[src/hdl/csln_pkg.sv]
// Shared types and constants for the comment-strip line normaliser.
`timescale 1ns / 1ps

package csln_pkg;

    // Bytes that steer the scanner
    localparam logic [7:0] CHAR_SLASH = 8'h2F;
    localparam logic [7:0] CHAR_STAR  = 8'h2A;
    localparam logic [7:0] CHAR_NL    = 8'h0A;
    localparam logic [7:0] CHAR_SPACE = 8'h20;
    localparam logic [7:0] CHAR_TAB   = 8'h09;
    localparam logic [7:0] CHAR_CR    = 8'h0D;

    // Most results one input byte can cause
    localparam int MAX_RES = 3;

    // Default depth of the queue between scanner and output sequencer
    localparam int QUEUE_DEPTH = 4;

    // Input request: one source byte
    typedef struct packed {
        logic [7:0] char_in;
        logic       end_of_text;
    } t_in_req;

    // Output request: one kept byte or one line end
    typedef struct packed {
        logic [7:0] char_out;
        logic       line_end;
        logic       last_of_run;
    } t_out_req;

    // All results of one input byte, slot 0 goes out first
    typedef struct packed {
        logic [1:0]                cnt;
        t_out_req [MAX_RES-1:0]    slot;
    } t_bundle;

    localparam int BUNDLE_W = $bits(t_bundle);

endpackage

[src/hdl/comment_strip_line_normaliser_unit.sv]
// Top level of the comment-strip line normaliser.
//
//  channel   | direction | handshake             | payload
//  ----------+-----------+-----------------------+----------------------------------
//  input     | in        | push / full           | i_in_req  (char_in, end_of_text)
//  result    | out       | empty / pop           | o_out_req (char_out, line_end,
//            |           |                       |            last_of_run)
//
// One input byte is taken per cycle while the bundle queue has room; the scan
// mode updates in that same cycle. Each byte yields zero to three results,
// delivered one per cycle while pop is held, so the result port sets the
// long-run rate. Results are registered in the queue, then in the sequencer.
// Reset is synchronous and active low; it clears mode, queue and sequencer.
// A stalled pop backs up the queue, and full rises once QueueDepth bundles wait.
`timescale 1ns / 1ps

module comment_strip_line_normaliser_unit
    import csln_pkg::*;
#(
    parameter int QueueDepth = QUEUE_DEPTH
) (
    input  logic     i_clk,
    input  logic     i_rst_n,
    input  logic     push,
    output logic     full,
    input  t_in_req  i_in_req,
    output logic     empty,
    input  logic     pop,
    output t_out_req o_out_req
);

    logic    w_accept;
    logic    w_q_push;
    t_bundle w_bun;
    logic    w_q_full;
    logic    w_q_nempty;
    logic    w_q_pop;
    t_bundle w_q_head;

    assign full     = w_q_full;
    assign w_accept = push && !w_q_full;

    // Classify bytes and build result bundles
    csln_front u_front (
        .i_clk    (i_clk),
        .i_rst_n  (i_rst_n),
        .i_valid  (w_accept),
        .i_req    (i_in_req),
        .o_push   (w_q_push),
        .o_bundle (w_bun)
    );

    // Decouple scanner from output
    csln_queue #(
        .DEPTH (QueueDepth)
    ) u_queue (
        .i_clk    (i_clk),
        .i_rst_n  (i_rst_n),
        .i_push   (w_q_push),
        .i_data   (w_bun),
        .i_pop    (w_q_pop),
        .o_head   (w_q_head),
        .o_full   (w_q_full),
        .o_nempty (w_q_nempty)
    );

    // Play bundles out one request at a time
    csln_back u_back (
        .i_clk      (i_clk),
        .i_rst_n    (i_rst_n),
        .i_q_nempty (w_q_nempty),
        .i_q_head   (w_q_head),
        .o_q_pop    (w_q_pop),
        .o_empty    (empty),
        .i_pop      (pop),
        .o_req      (o_out_req)
    );

`ifndef ASSERT_OFF
    // A line end request never carries a byte
    a_le_zero : assert property (@(posedge i_clk) disable iff (!i_rst_n)
        (!empty && o_out_req.line_end) |-> (o_out_req.char_out == 8'h00))
        else $error("line end carries a nonzero byte");

    // Scanner only queues bundles that hold at least one result
    a_bundle_nonzero : assert property (@(posedge i_clk) disable iff (!i_rst_n)
        w_q_push |-> (w_bun.cnt != 2'd0))
        else $error("empty bundle queued");

    // Output stays empty while nothing is queued or arriving
    a_stay_empty : assert property (@(posedge i_clk) disable iff (!i_rst_n)
        (empty && !w_q_nempty && !w_q_push) |=> empty)
        else $error("result appeared from nowhere");

    // Queue never takes a bundle while full
    a_no_overflow : assert property (@(posedge i_clk) disable iff (!i_rst_n)
        w_q_full |-> !w_q_push)
        else $error("bundle pushed into full queue");
`endif

endmodule

[src/hdl/csln_front.sv]
// Scanner: tracks comment mode and turns each byte into a bundle of results.
`timescale 1ns / 1ps

module csln_front
    import csln_pkg::*;
(
    input  logic    i_clk,
    input  logic    i_rst_n,
    input  logic    i_valid,
    input  t_in_req i_req,
    output logic    o_push,
    output t_bundle o_bundle
);

    typedef enum logic [4:0] {
        MODE_NORMAL     = 5'b00001,
        MODE_SLASH      = 5'b00010,
        MODE_BLOCK      = 5'b00100,
        MODE_BLOCK_STAR = 5'b01000,
        MODE_LINE       = 5'b10000
    } t_mode;

    // Candidate results in output order
    localparam int CAND_N = 5;
    localparam int C_PRE_SLASH = 0;
    localparam int C_CHAR      = 1;
    localparam int C_LE        = 2;
    localparam int C_EOT_SLASH = 3;
    localparam int C_EOT_LE    = 4;

    t_mode r_mode, n_mode;
    logic  r_lhc, n_lhc;

    logic [7:0]                c;
    logic                      is_nl, is_blank, is_slash, is_star;
    logic                      do_plain;
    logic [CAND_N-1:0]         flag;
    t_out_req [CAND_N-1:0]     cand;
    t_bundle                   bun;
    logic [1:0]                k;

    assign c        = i_req.char_in;
    assign is_nl    = (c == CHAR_NL);
    assign is_blank = (c == CHAR_SPACE) || ((c >= CHAR_TAB) && (c <= CHAR_CR));
    assign is_slash = (c == CHAR_SLASH);
    assign is_star  = (c == CHAR_STAR);

    // Advance the scan mode and flag the results this byte causes
    always_comb begin
        n_mode   = r_mode;
        n_lhc    = r_lhc;
        flag     = '0;
        do_plain = 1'b0;

        case (r_mode)
            MODE_NORMAL: begin
                do_plain = 1'b1;
            end
            MODE_SLASH: begin
                if (is_star) begin
                    n_mode = MODE_BLOCK;
                end else if (is_slash) begin
                    n_mode = MODE_LINE;
                end else begin
                    flag[C_PRE_SLASH] = 1'b1;
                    n_lhc    = 1'b1;
                    n_mode   = MODE_NORMAL;
                    do_plain = 1'b1;
                end
            end
            MODE_BLOCK: begin
                if (is_star) begin
                    n_mode = MODE_BLOCK_STAR;
                end
            end
            MODE_BLOCK_STAR: begin
                if (is_slash) begin
                    n_mode = MODE_NORMAL;
                end else if (!is_star) begin
                    n_mode = MODE_BLOCK;
                end
            end
            MODE_LINE: begin
                if (is_nl) begin
                    n_mode   = MODE_NORMAL;
                    do_plain = 1'b1;
                end
            end
            default: begin
                n_mode   = MODE_NORMAL;
                do_plain = 1'b1;
            end
        endcase

        // Plain code byte: close line, drop blank, hold slash, or keep
        if (do_plain) begin
            if (is_nl) begin
                flag[C_LE] = n_lhc;
                n_lhc      = 1'b0;
            end else if (is_blank) begin
                n_lhc = n_lhc;
            end else if (is_slash) begin
                n_mode = MODE_SLASH;
            end else begin
                flag[C_CHAR] = 1'b1;
                n_lhc        = 1'b1;
            end
        end

        // End of text: flush held slash, close open line, return to reset state
        if (i_req.end_of_text) begin
            if (n_mode == MODE_SLASH) begin
                flag[C_EOT_SLASH] = 1'b1;
                n_lhc             = 1'b1;
            end
            flag[C_EOT_LE] = n_lhc;
            n_mode         = MODE_NORMAL;
            n_lhc          = 1'b0;
        end
    end

    // Candidate payloads
    always_comb begin
        cand = '0;
        cand[C_PRE_SLASH].char_out = CHAR_SLASH;
        cand[C_CHAR].char_out      = c;
        cand[C_LE].line_end        = 1'b1;
        cand[C_EOT_SLASH].char_out = CHAR_SLASH;
        cand[C_EOT_LE].line_end    = 1'b1;
    end

    // Pack flagged candidates into slots, mark the final one
    always_comb begin
        bun = '0;
        k   = '0;
        for (int i = 0; i < CAND_N; i++) begin
            if (flag[i] && (k != 2'd3)) begin
                bun.slot[k] = cand[i];
                k           = k + 2'd1;
            end
        end
        if (k != 2'd0) begin
            bun.slot[k - 2'd1].last_of_run = 1'b1;
        end
        bun.cnt = k;
    end

    assign o_push   = i_valid && (k != 2'd0);
    assign o_bundle = bun;

    // Hold mode state, update on each accepted request
    always_ff @(posedge i_clk) begin
        if (!i_rst_n) begin
            r_mode <= MODE_NORMAL;
            r_lhc  <= 1'b0;
        end else if (i_valid) begin
            r_mode <= n_mode;
            r_lhc  <= n_lhc;
        end
    end

endmodule

[src/hdl/csln_queue.sv]
// Short register queue of result bundles between scanner and sequencer.
`timescale 1ns / 1ps

module csln_queue
    import csln_pkg::*;
#(
    parameter int DEPTH = QUEUE_DEPTH
) (
    input  logic    i_clk,
    input  logic    i_rst_n,
    input  logic    i_push,
    input  t_bundle i_data,
    input  logic    i_pop,
    output t_bundle o_head,
    output logic    o_full,
    output logic    o_nempty
);

    localparam int AW = (DEPTH > 1) ? $clog2(DEPTH) : 1;
    localparam int CW = $clog2(DEPTH + 1);
    localparam logic [AW-1:0] LAST_PTR = AW'(DEPTH - 1);
    localparam logic [CW-1:0] FULL_CNT = CW'(DEPTH);

    t_bundle [DEPTH-1:0] r_mem;
    logic [AW-1:0] r_wr, r_rd;
    logic [CW-1:0] r_cnt;

    logic do_push, do_pop;

    assign o_full   = (r_cnt == FULL_CNT);
    assign o_nempty = (r_cnt != '0);
    assign o_head   = r_mem[r_rd];
    assign do_push  = i_push && !o_full;
    assign do_pop   = i_pop && o_nempty;

    // Store incoming bundle
    always_ff @(posedge i_clk) begin
        if (do_push) begin
            r_mem[r_wr] <= i_data;
        end
    end

    // Advance pointers and fill count
    always_ff @(posedge i_clk) begin
        if (!i_rst_n) begin
            r_wr  <= '0;
            r_rd  <= '0;
            r_cnt <= '0;
        end else begin
            if (do_push) begin
                r_wr <= (r_wr == LAST_PTR) ? '0 : r_wr + AW'(1);
            end
            if (do_pop) begin
                r_rd <= (r_rd == LAST_PTR) ? '0 : r_rd + AW'(1);
            end
            if (do_push && !do_pop) begin
                r_cnt <= r_cnt + CW'(1);
            end else if (do_pop && !do_push) begin
                r_cnt <= r_cnt - CW'(1);
            end
        end
    end

endmodule

[src/hdl/csln_back.sv]
// Output sequencer: plays out one bundle slot per pop.
`timescale 1ns / 1ps

module csln_back
    import csln_pkg::*;
(
    input  logic     i_clk,
    input  logic     i_rst_n,
    input  logic     i_q_nempty,
    input  t_bundle  i_q_head,
    output logic     o_q_pop,
    output logic     o_empty,
    input  logic     i_pop,
    output t_out_req o_req
);

    t_bundle    r_bun;
    logic       r_busy;
    logic [1:0] r_idx;

    logic last_slot, take;

    assign last_slot = r_busy && (r_idx == (r_bun.cnt - 2'd1));
    assign take      = i_pop && r_busy;
    assign o_q_pop   = i_q_nempty && (!r_busy || (take && last_slot));
    assign o_empty   = !r_busy;
    assign o_req     = r_bun.slot[r_idx];

    // Load next bundle from queue
    always_ff @(posedge i_clk) begin
        if (o_q_pop) begin
            r_bun <= i_q_head;
        end
    end

    // Step through slots, drop bundle after its final slot
    always_ff @(posedge i_clk) begin
        if (!i_rst_n) begin
            r_busy <= 1'b0;
            r_idx  <= '0;
        end else if (o_q_pop) begin
            r_busy <= 1'b1;
            r_idx  <= '0;
        end else if (take) begin
            if (last_slot) begin
                r_busy <= 1'b0;
                r_idx  <= '0;
            end else begin
                r_idx <= r_idx + 2'd1;
            end
        end
    end

endmodule

[config.mk]
export PLATFORM = sky130hd
export DESIGN_NAME = comment_strip_line_normaliser_unit
export DESIGN_NICKNAME = d
export VERILOG_FILES = /design/src/hdl/csln_pkg.sv /design/src/hdl/comment_strip_line_normaliser_unit.sv /design/src/hdl/csln_front.sv /design/src/hdl/csln_queue.sv /design/src/hdl/csln_back.sv
export SDC_FILE = /design/constraint.sdc
export NUM_CORES = 1
export LEC_CHECK = 0
export ABC_AREA = 1
export BUFFER_PORTS_ARGS = -buffer_cell sky130_fd_sc_hd__buf_4
export CORE_UTILIZATION = 50
export CTS_CLUSTER_SIZE = 10
export DETAILED_ROUTE_END_ITERATION = 8
export PLACE_DENSITY_LB_ADDON = 0.12
export SLEW_MARGIN = 25
export SYNTH_ARGS = -nofsm -noshare
export SYNTH_HDL_FRONTEND = slang
export SYNTH_SLANG_ARGS = --single-unit
[constraint.sdc]
create_clock -name i_clk -period 13 [get_ports i_clk]
set_clock_uncertainty 0.2 [all_clocks]
set_input_delay 0.65 -clock i_clk [delete_from_list [all_inputs] [get_ports i_clk]]
set_output_delay 0.65 -clock i_clk [all_outputs]
set_load 0.005 [all_outputs]
==> impl_metrics.csv, run 1 <==
group,metric,value,unit
clocking,post-cts-setup-buffers,0,
grt,grt_pass1_vias,4137,
grt,grt_max_degree,54,
worst_setup_path,arrival,5.24,ns
sta,maxClockFrequency,0.1959,GHz
power_and_ir_drop,peakVddDrop,0.00008765,V
worst_setup_path,max_stage_delay,0.44,ns
yosys,synthArstFlopShare,0,
power_and_ir_drop,clkPwrFrac,0.337,
placed_design,place_area,6743,um2
cells_and_area,most-common-layout-cells,"edfxtp_1 (125), nor2_1 (90), o21ai_0 (81)",
yosys,synthSimpleGateAreaFrac,0.1619,
worst_setup_path,worstSetupEndpointType,"flop",
detailed_routing,drc_errors,0,
sta,finalSetupTns,0,ns
power_and_ir_drop,p_switching,0.4499,mW
placed_design,dpl_worst_slack,7.578,ns
yosys,synthFlopType,"edfxtp_1",
cells_and_area,drive_gt1_frac,0.1530,
yosys,synth.net_count,622,
clocking,cts_buffers,17,
cells_and_area,multi_input_area,1989,um2
die,initial_core_util,0.5227,
placed_design,place.gp.congestion,0.8497,
cells_and_area,seqCellArea,4074,um2
yosys,syn_inst,592,
clocking,cts-hold-fix-buffers,0,
die,design.die.area,13220,um2
cells_and_area,syn_to_final_growth,15.46,%
yosys,synth-xor-area-share,0.002744,
power_and_ir_drop,p_leak,2.848,nW
yosys,synth_top_family_by_area,"simple AND/OR/NAND/NOR gates",
clocking,path_clk_slew,0.06,ns
cells_and_area,final_cells,802,
power_and_ir_drop,p_int,1.055,mW
power_and_ir_drop,netSwitchingFraction,0.2990,
sta,rsz0062_at_grt,"false",
grt,grt_use_total,0.2140,
cells_and_area,fillers,1049,
worst_setup_path,crit_type,"flop to flop",
sta,final.setup.worst_slack,7.896,ns
placed_design,port_buffers,24,
yosys,synth_compound_area_frac,0.1125,
worst_setup_path,crit_path_frequent_cell,"nor2_1",
cells_and_area,mostFrequentLayoutCell,"edfxtp_1",
die,rows,40,
yosys,synth-adder-area-share,0.03450,
clocking,clockRootBuffer,"clkbuf_16",
detailed_routing,drtIter0Drc,346,
power_and_ir_drop,combPwrFrac,0.238,
yosys,synth_seq_area_share,0.6382,
clocking,cts.sinks,141,
power_and_ir_drop,pwr_density_cell,204.1,nW/um2
cells_and_area,nNetsFinal,651,
detailed_routing,drtAntennaViolNets,0,
run_status,outcome,"finished clean",
yosys,yosysWarnings,0,
placed_design,dp.cells,770,
worst_setup_path,critPathLaunchType,"flop",
cells_and_area,n_antenna_cell,0,
yosys,synth_edf_count,125,
hold_path,holdCritPathClass,"flop to flop",
sta,relSlewSlack,0.2884,
die,die_w,115.0,um
yosys,ys_ff_latch,141,
yosys,netlist_area,6384,um2
sta,tightest_slew,1.066,ns
sta,finalHoldViolCount,0,
detailed_routing,vias,4258,
cells_and_area,post-route-util,0.6036,
die,core,12210,um2
grt,grt.overflow.total,0,
die,ioPinCount,25,
cells_and_area,fin_area,7371,um2
die,dieHeight,115.0,um
clocking,cts.path.max_buffers,2,
clocking,clk-insertion-delay-late,0.40,ns
detailed_routing,first_pass_iters,5,
clocking,cts_max_level,4,
worst_setup_path,crit_fanout,14,
sta,period_needed,5.104,ns
sta,fin_hold_ws,0.2766,ns
sta,fin_crit_sh,0.3926,
worst_setup_path,cp.required,13.14,ns
placed_design,dpl.hpwl,8.543,mm
sta,slew_violations,0,
power_and_ir_drop,seqPwrFrac,0.425,
detailed_routing,wl,12.88,mm
clocking,cts_tree,"done",
sta,finalSetupViolCount,0,
yosys,synth.distinct_cells,34,
clocking,cts-resized-gates,0,
power_and_ir_drop,power.total,1.504,mW
run,drv_cap,0,
yosys,synth.avg_cell_area,10.78,um2
yosys,synth_mux_area_frac,0,
grt,antenna_found_initial,0,
detailed_routing,viasPerCell,5.309,
detailed_routing,post_drt_wl_per_cell,16.05,um
worst_setup_path,cp_slowest_cell,"fa_1",
grt,grt_pass1_wl,20.82,mm
## power by group through the flow
stage | combinational [mW] | sequential (mW) | clock (mW)
6_report | 0.358 | 0.639 | 0.507
5_1_grt | 0.404 | 0.647 | 0.533
4_1_cts | 0.359 | 0.640 | 0.515
3_5_place_dp | 0.359 | 0.649 | 0
3_3_place_gp | 0.351 | 0.648 | 0
2_1_floorplan | 0.237 | 0.627 | 0
## final timing paths
| kind | start | to | slack, ns | depth (start not counted) |
|---|---|---|---|---|
| worst min-delay path | u_front.r_lhc$_SDFFE_PN0P_ | u_front.r_lhc$_SDFFE_PN0P_ | 0.28 | 2 |
| worst max register to register | u_front.r_mode[3]$_SDFFE_PN0P_ | u_queue.r_cnt[2]$_SDFFE_PN0P_ | 7.90 | 33 |
| worst min register to register | u_front.r_lhc$_SDFFE_PN0P_ | u_front.r_lhc$_SDFFE_PN0P_ | 0.28 | 2 |
| worst max-delay path | u_front.r_mode[3]$_SDFFE_PN0P_ | u_queue.r_cnt[2]$_SDFFE_PN0P_ | 7.90 | 33 |
## Yosys cell counts (2+ instances only)
master      n  area, um2
nand3_1    17      85.08
nand2_4     3      33.78
inv_2       4      15.01
a21oi_1    13      65.06
o21ai_1     2      10.01
ha_1       16      200.2
nand2_2    14      87.58
edfxtp_1  125       3754
nand3_2     5      50.05
clkbuf_1   17      63.81
o21ai_0    81      405.4
o22ai_1    26      162.7
nor4_1      2      12.51
inv_1      61      229.0
nor2_1     90      337.8
nand4_1     4      25.02
dfxtp_1    16      320.3
nor2_2      7      43.79
nor3_1      8      40.04
nor2_4      3      33.78
nand3_4     2      35.03
buf_1       2      7.510
nand2_1    57      214.0
o211ai_1    7      52.55
## sequential cells by signal (all words and copies together) (netlist names)
| signal | count |
|---|---|
| u_queue.r_mem | 100 |
| u_back.r_busy | 1 |
| u_back.r_bun | 25 |
| u_queue.r_rd | 2 |
| u_front.r_mode | 5 |
| u_queue.r_wr | 2 |
| u_queue.r_cnt | 3 |
| u_front.r_lhc | 1 |
| u_back.r_idx | 2 |
## worst max-delay path: cells and delay by family (launching register included)
| family | cells | cell delay [ns] |
|---|---|---|
| and+or+nand+nor | 20 | 2.50 |
| adders and majority gates | 5 | 1.32 |
| buffers and inverters | 6 | 0.49 |
| DFF | 1 | 0.36 |
| AOI/OAI and AO/OA | 2 | 0.18 |
## final cells by class
| class | count | share of cell area |
|---|---|---|
| clock inverter | 14 | 0.02699 |
| timing repair buffer | 30 | 0.03056 |
| tap | 168 | 0.02852 |
| multi-input combinational | 366 | 0.2699 |
| inverter | 65 | 0.03310 |
| sequential | 141 | 0.5527 |
| clock buffer | 18 | 0.05822 |
## cells by family after synthesis
family | Yosys count
AO/OA/AOI/OAI | 132
XOR/XNOR | 2
adder cells (fa/ha/maj) | 17
buffers and inverters | 85
flip-flops | 141
AND/OR/NAND/NOR | 215
## metal layers
layer	routed length, um	track usage
met1	6105	0.2844
met2	6064	0.3410
met3	501	0.05008
met4	204	0.08658
met5	0	0
Note: power is estimated with default switching activity, not from simulation.
==> inputs of run 2 (changes only) <==
--- a/config.mk
+++ b/config.mk
@@ -5,7 +5,7 @@
 export SDC_FILE = /design/constraint.sdc
 export NUM_CORES = 1
 export LEC_CHECK = 0
-export ABC_AREA = 1
+export ABC_AREA = 0
 export BUFFER_PORTS_ARGS = -buffer_cell sky130_fd_sc_hd__buf_4
 export CORE_UTILIZATION = 50
 export CTS_CLUSTER_SIZE = 10
==> constraint.sdc (replaced) <==
create_clock -name i_clk -period 5.34 [get_ports i_clk]
set_clock_uncertainty 0.2 [all_clocks]
set_input_delay 0.267 -clock i_clk [delete_from_list [all_inputs] [get_ports i_clk]]
set_output_delay 0.267 -clock i_clk [all_outputs]
set_load 0.005 [all_outputs]
==> impl_metrics.csv, run 2 <==
group,metric,value,unit
run_status,outcome,"finished clean",
die,design.die.area,13130,um2
cells_and_area,fillers,927,
yosys,synth_seq_area_share,0.6426,
grt,use_met3,0.04553,
grt,grt_pass1_wl,20.01,mm
cells_and_area,n_antenna_cell,0,
detailed_routing,drtIter0Drc,229,
cells_and_area,seqCellArea,4083,um2
yosys,synth_mux_area_frac,0.1109,
worst_setup_path,cp_slowest_cell,"dfxtp_4",
yosys,netlist_area,6340,um2
detailed_routing,drc_errors,0,
yosys,ys_ff_latch,141,
cells_and_area,post-route-util,0.6422,
placed_design,port_buffers,24,
grt,grt.overflow.total,0,
yosys,synth.net_count,465,
sta,tightest_slew,0.8761,ns
yosys,synth_compound_area_frac,0.06967,
worst_setup_path,cp.required,5.49,ns
detailed_routing,first_pass_iters,5,
grt,use_met2,0.3552,
worst_setup_path,max_stage_delay,0.36,ns
die,dieHeight,114.6,um
sta,slew_violations,0,
grt,met1_usage,0.2656,
power_and_ir_drop,pwr_density_cell,447.7,nW/um2
clocking,cts.sinks,141,
detailed_routing,vias,3747,
sta,finalHoldViolCount,0,
worst_setup_path,critPathLaunchType,"flop",
cells_and_area,largest-register,"u_queue.r_mem",
grt,grt_pass1_vias,3870,
cells_and_area,most-common-layout-cells,"edfxtp_1 (125), buf_4 (65), nand2_1 (27)",
die,core,12160,um2
cells_and_area,largest_register_ffs,100,
detailed_routing,drtAntennaViolNets,0,
cells_and_area,final_cells,685,
yosys,synthFlopType,"edfxtp_1",
detailed_routing,viasPerCell,5.470,
clocking,cts_buffers,17,
clocking,cts_max_level,4,
yosys,synthTopCellsByArea,"edfxtp_1 (59%), mux4_2 (8.9%), dfxtp_1 (5.1%), ha_1 (3.2%), mux2i_1 (2.2%)",
yosys,yosysMostFrequentCell,"edfxtp_1",
clocking,cts_tree,"done",
grt,antenna_found_initial,0,
die,initial_core_util,0.5213,
yosys,synth.distinct_cells,58,
hold_path,holdCritPathClass,"input pin to flop",
yosys,synth-xor-area-share,0.01105,
yosys,yosysTopAreaCell,"edfxtp_1",
yosys,synth_top_family_by_area,"multiplexers",
cells_and_area,drive_gt1_frac,0.3269,
placed_design,dp.cells,644,
power_and_ir_drop,peakVddDrop,0.0002089,V
yosys,synth.avg_cell_area,14.57,um2
sta,rsz0062_at_grt,"true",
sta,fin_crit_sh,0.9759,
run,drv_cap,0,
cells_and_area,nNetsFinal,534,
sta,relSlewSlack,0.4151,
yosys,synthArstFlopShare,0,
clocking,clockRootBuffer,"clkbuf_16",
clocking,cts.path.max_buffers,2,
clocking,clk-insertion-delay-late,0.41,ns
grt,busiest_layer,"met2",
detailed_routing,post_drt_wl_per_cell,18.18,um
worst_setup_path,worstSetupEndpointType,"flop",
die,rows,40,
grt,grt_max_degree,29,
die,ioPinCount,25,
power_and_ir_drop,p_leak,2.750,nW
yosys,synth-adder-area-share,0.03473,
cells_and_area,top_regs,"u_queue.r_mem (100), u_back.r_bun (25), u_front.r_mode (5)",
placed_design,dpl.hpwl,8.177,mm
die,die_w,114.6,um
sta,period_needed,5.211,ns
grt,grt_use_total,0.2100,
worst_setup_path,crit_type,"flop to flop",
yosys,syn_inst,435,
detailed_routing,wl,12.45,mm
clocking,path_clk_slew,0.06,ns
yosys,synth_edf_count,125,
sta,finalSetupViolCount,0,
worst_setup_path,crit_fanout,6,
cells_and_area,syn_to_final_growth,23.19,%
worst_setup_path,arrival,5.37,ns
yosys,yosys.area.top_type_share,0.5921,
cells_and_area,multi_input_area,2265,um2
sta,maxClockFrequency,0.1919,GHz
placed_design,place.gp.congestion,0.8614,
yosys,synth_common_cells,"edfxtp_1 (125), nand2_1 (27), nor2_1 (27)",
yosys,yosysWarnings,0,
yosys,synthSimpleGateAreaFrac,0.1062,
power_and_ir_drop,power.total,3.496,mW
cells_and_area,mostFrequentLayoutCell,"edfxtp_1",
==> run 2: cell types whose count changed after synthesis, sizes merged, moves of 25 or more <==
cell | previous run | this run
o21ai | 83 | 17
inv | 65 | 17
mux4 | 0 | 25
nor2 | 101 | 27
nand2 | 74 | 27
o22ai | 26 | 0
==> run 2: area by class of cell <==
cell class	count	share of cell area
clock buffers	17	0.05447
clock inverters	15	0.02083
inverters	17	0.008491
multi-input cells	255	0.2900
flip-flops and latches	141	0.5227
well taps	168	0.02691
repair buffers	72	0.07658
==> run 2: kinds of logic (layout without fill, tap and decap cells) <==
| kind of cell | count (synthesis) | count (layout) |
|---|---|---|
| buffers and inverters | 39 | 121 |
| adder cells (fa/ha/maj) | 17 | 17 |
| AND/OR/NAND/NOR | 125 | 125 |
| multiplexers | 39 | 39 |
| XOR/XNOR | 8 | 8 |
| AO/OA/AOI/OAI | 66 | 66 |
| flip-flops | 141 | 141 |
==> run 2: routing by layer <==
metal | share of wire | up-vias
met3 | 0.034 | 12
met2 | 0.51 | 72
met4 | 0.012 | 0
met1 | 0.45 | 1853
li1 | - | 1810
met5 | 0 | -
==> run 2: critical path, delay by kind of cell, from the launching register on <==
| family | cells | cell delay, ns |
|---|---|---|
| buffers and inverters | 5 | 0.38 |
| AND/OR/NAND/NOR | 13 | 1.83 |
| adder cells (fa/ha/maj) | 5 | 0.98 |
| flip-flops | 1 | 0.36 |
| XOR/XNOR | 1 | 0.17 |
| AO/OA/AOI/OAI | 6 | 1.22 |
==> run 2: path summary, 6_finish.rpt <==
kind / from / endpoint / slack [ns] / cells past startpoint
setup / recovery: u_front.r_mode[1]$_SDFFE_PN0P_ / u_queue.r_cnt[2]$_SDFFE_PN0P_ / 0.13 / 30
hold / removal: i_in_req[0] / u_front.r_mode[1]$_SDFFE_PN0P_ / 0.05 / 3
setup reg to reg: u_front.r_mode[1]$_SDFFE_PN0P_ / u_queue.r_cnt[2]$_SDFFE_PN0P_ / 0.13 / 30
hold reg to reg: u_queue.r_wr[1]$_SDFFE_PN0P_ / u_queue.r_wr[1]$_SDFFE_PN0P_ / 0.30 / 2
==> run 2: what timing repair did <==
item                                    in CTS  in global routing
buffers inserted                             0                  6
hold endpoints to repair                     8                  0
pin swaps                                    0                 17
endpoints found under the setup margin       1                  1
gates resized for setup                      5                 12
hold buffers                                 3                  0
==> run 2: power breakdown <==
group          internal [mW]  switching (mW)  total [mW]
Combinational          0.386           0.348       0.734
Sequential              1.47           0.139        1.61
Clock                  0.693           0.456        1.15
==> run 2: through the flow <==
stage               hold slack, ns  setup TNS, ns  cell area (um2)  worst slack, ns
floorplan                   0.2091        -0.5591             6450          -0.4098
global placement            0.2838       -0.08329             7081         -0.08329
detailed placement          0.2893        -0.2679             7081          -0.2679
CTS                        0.02294              0             7711          0.04600
global route               0.07115       -0.09490             7810         -0.09490
finish                     0.05000              0             7810           0.1285
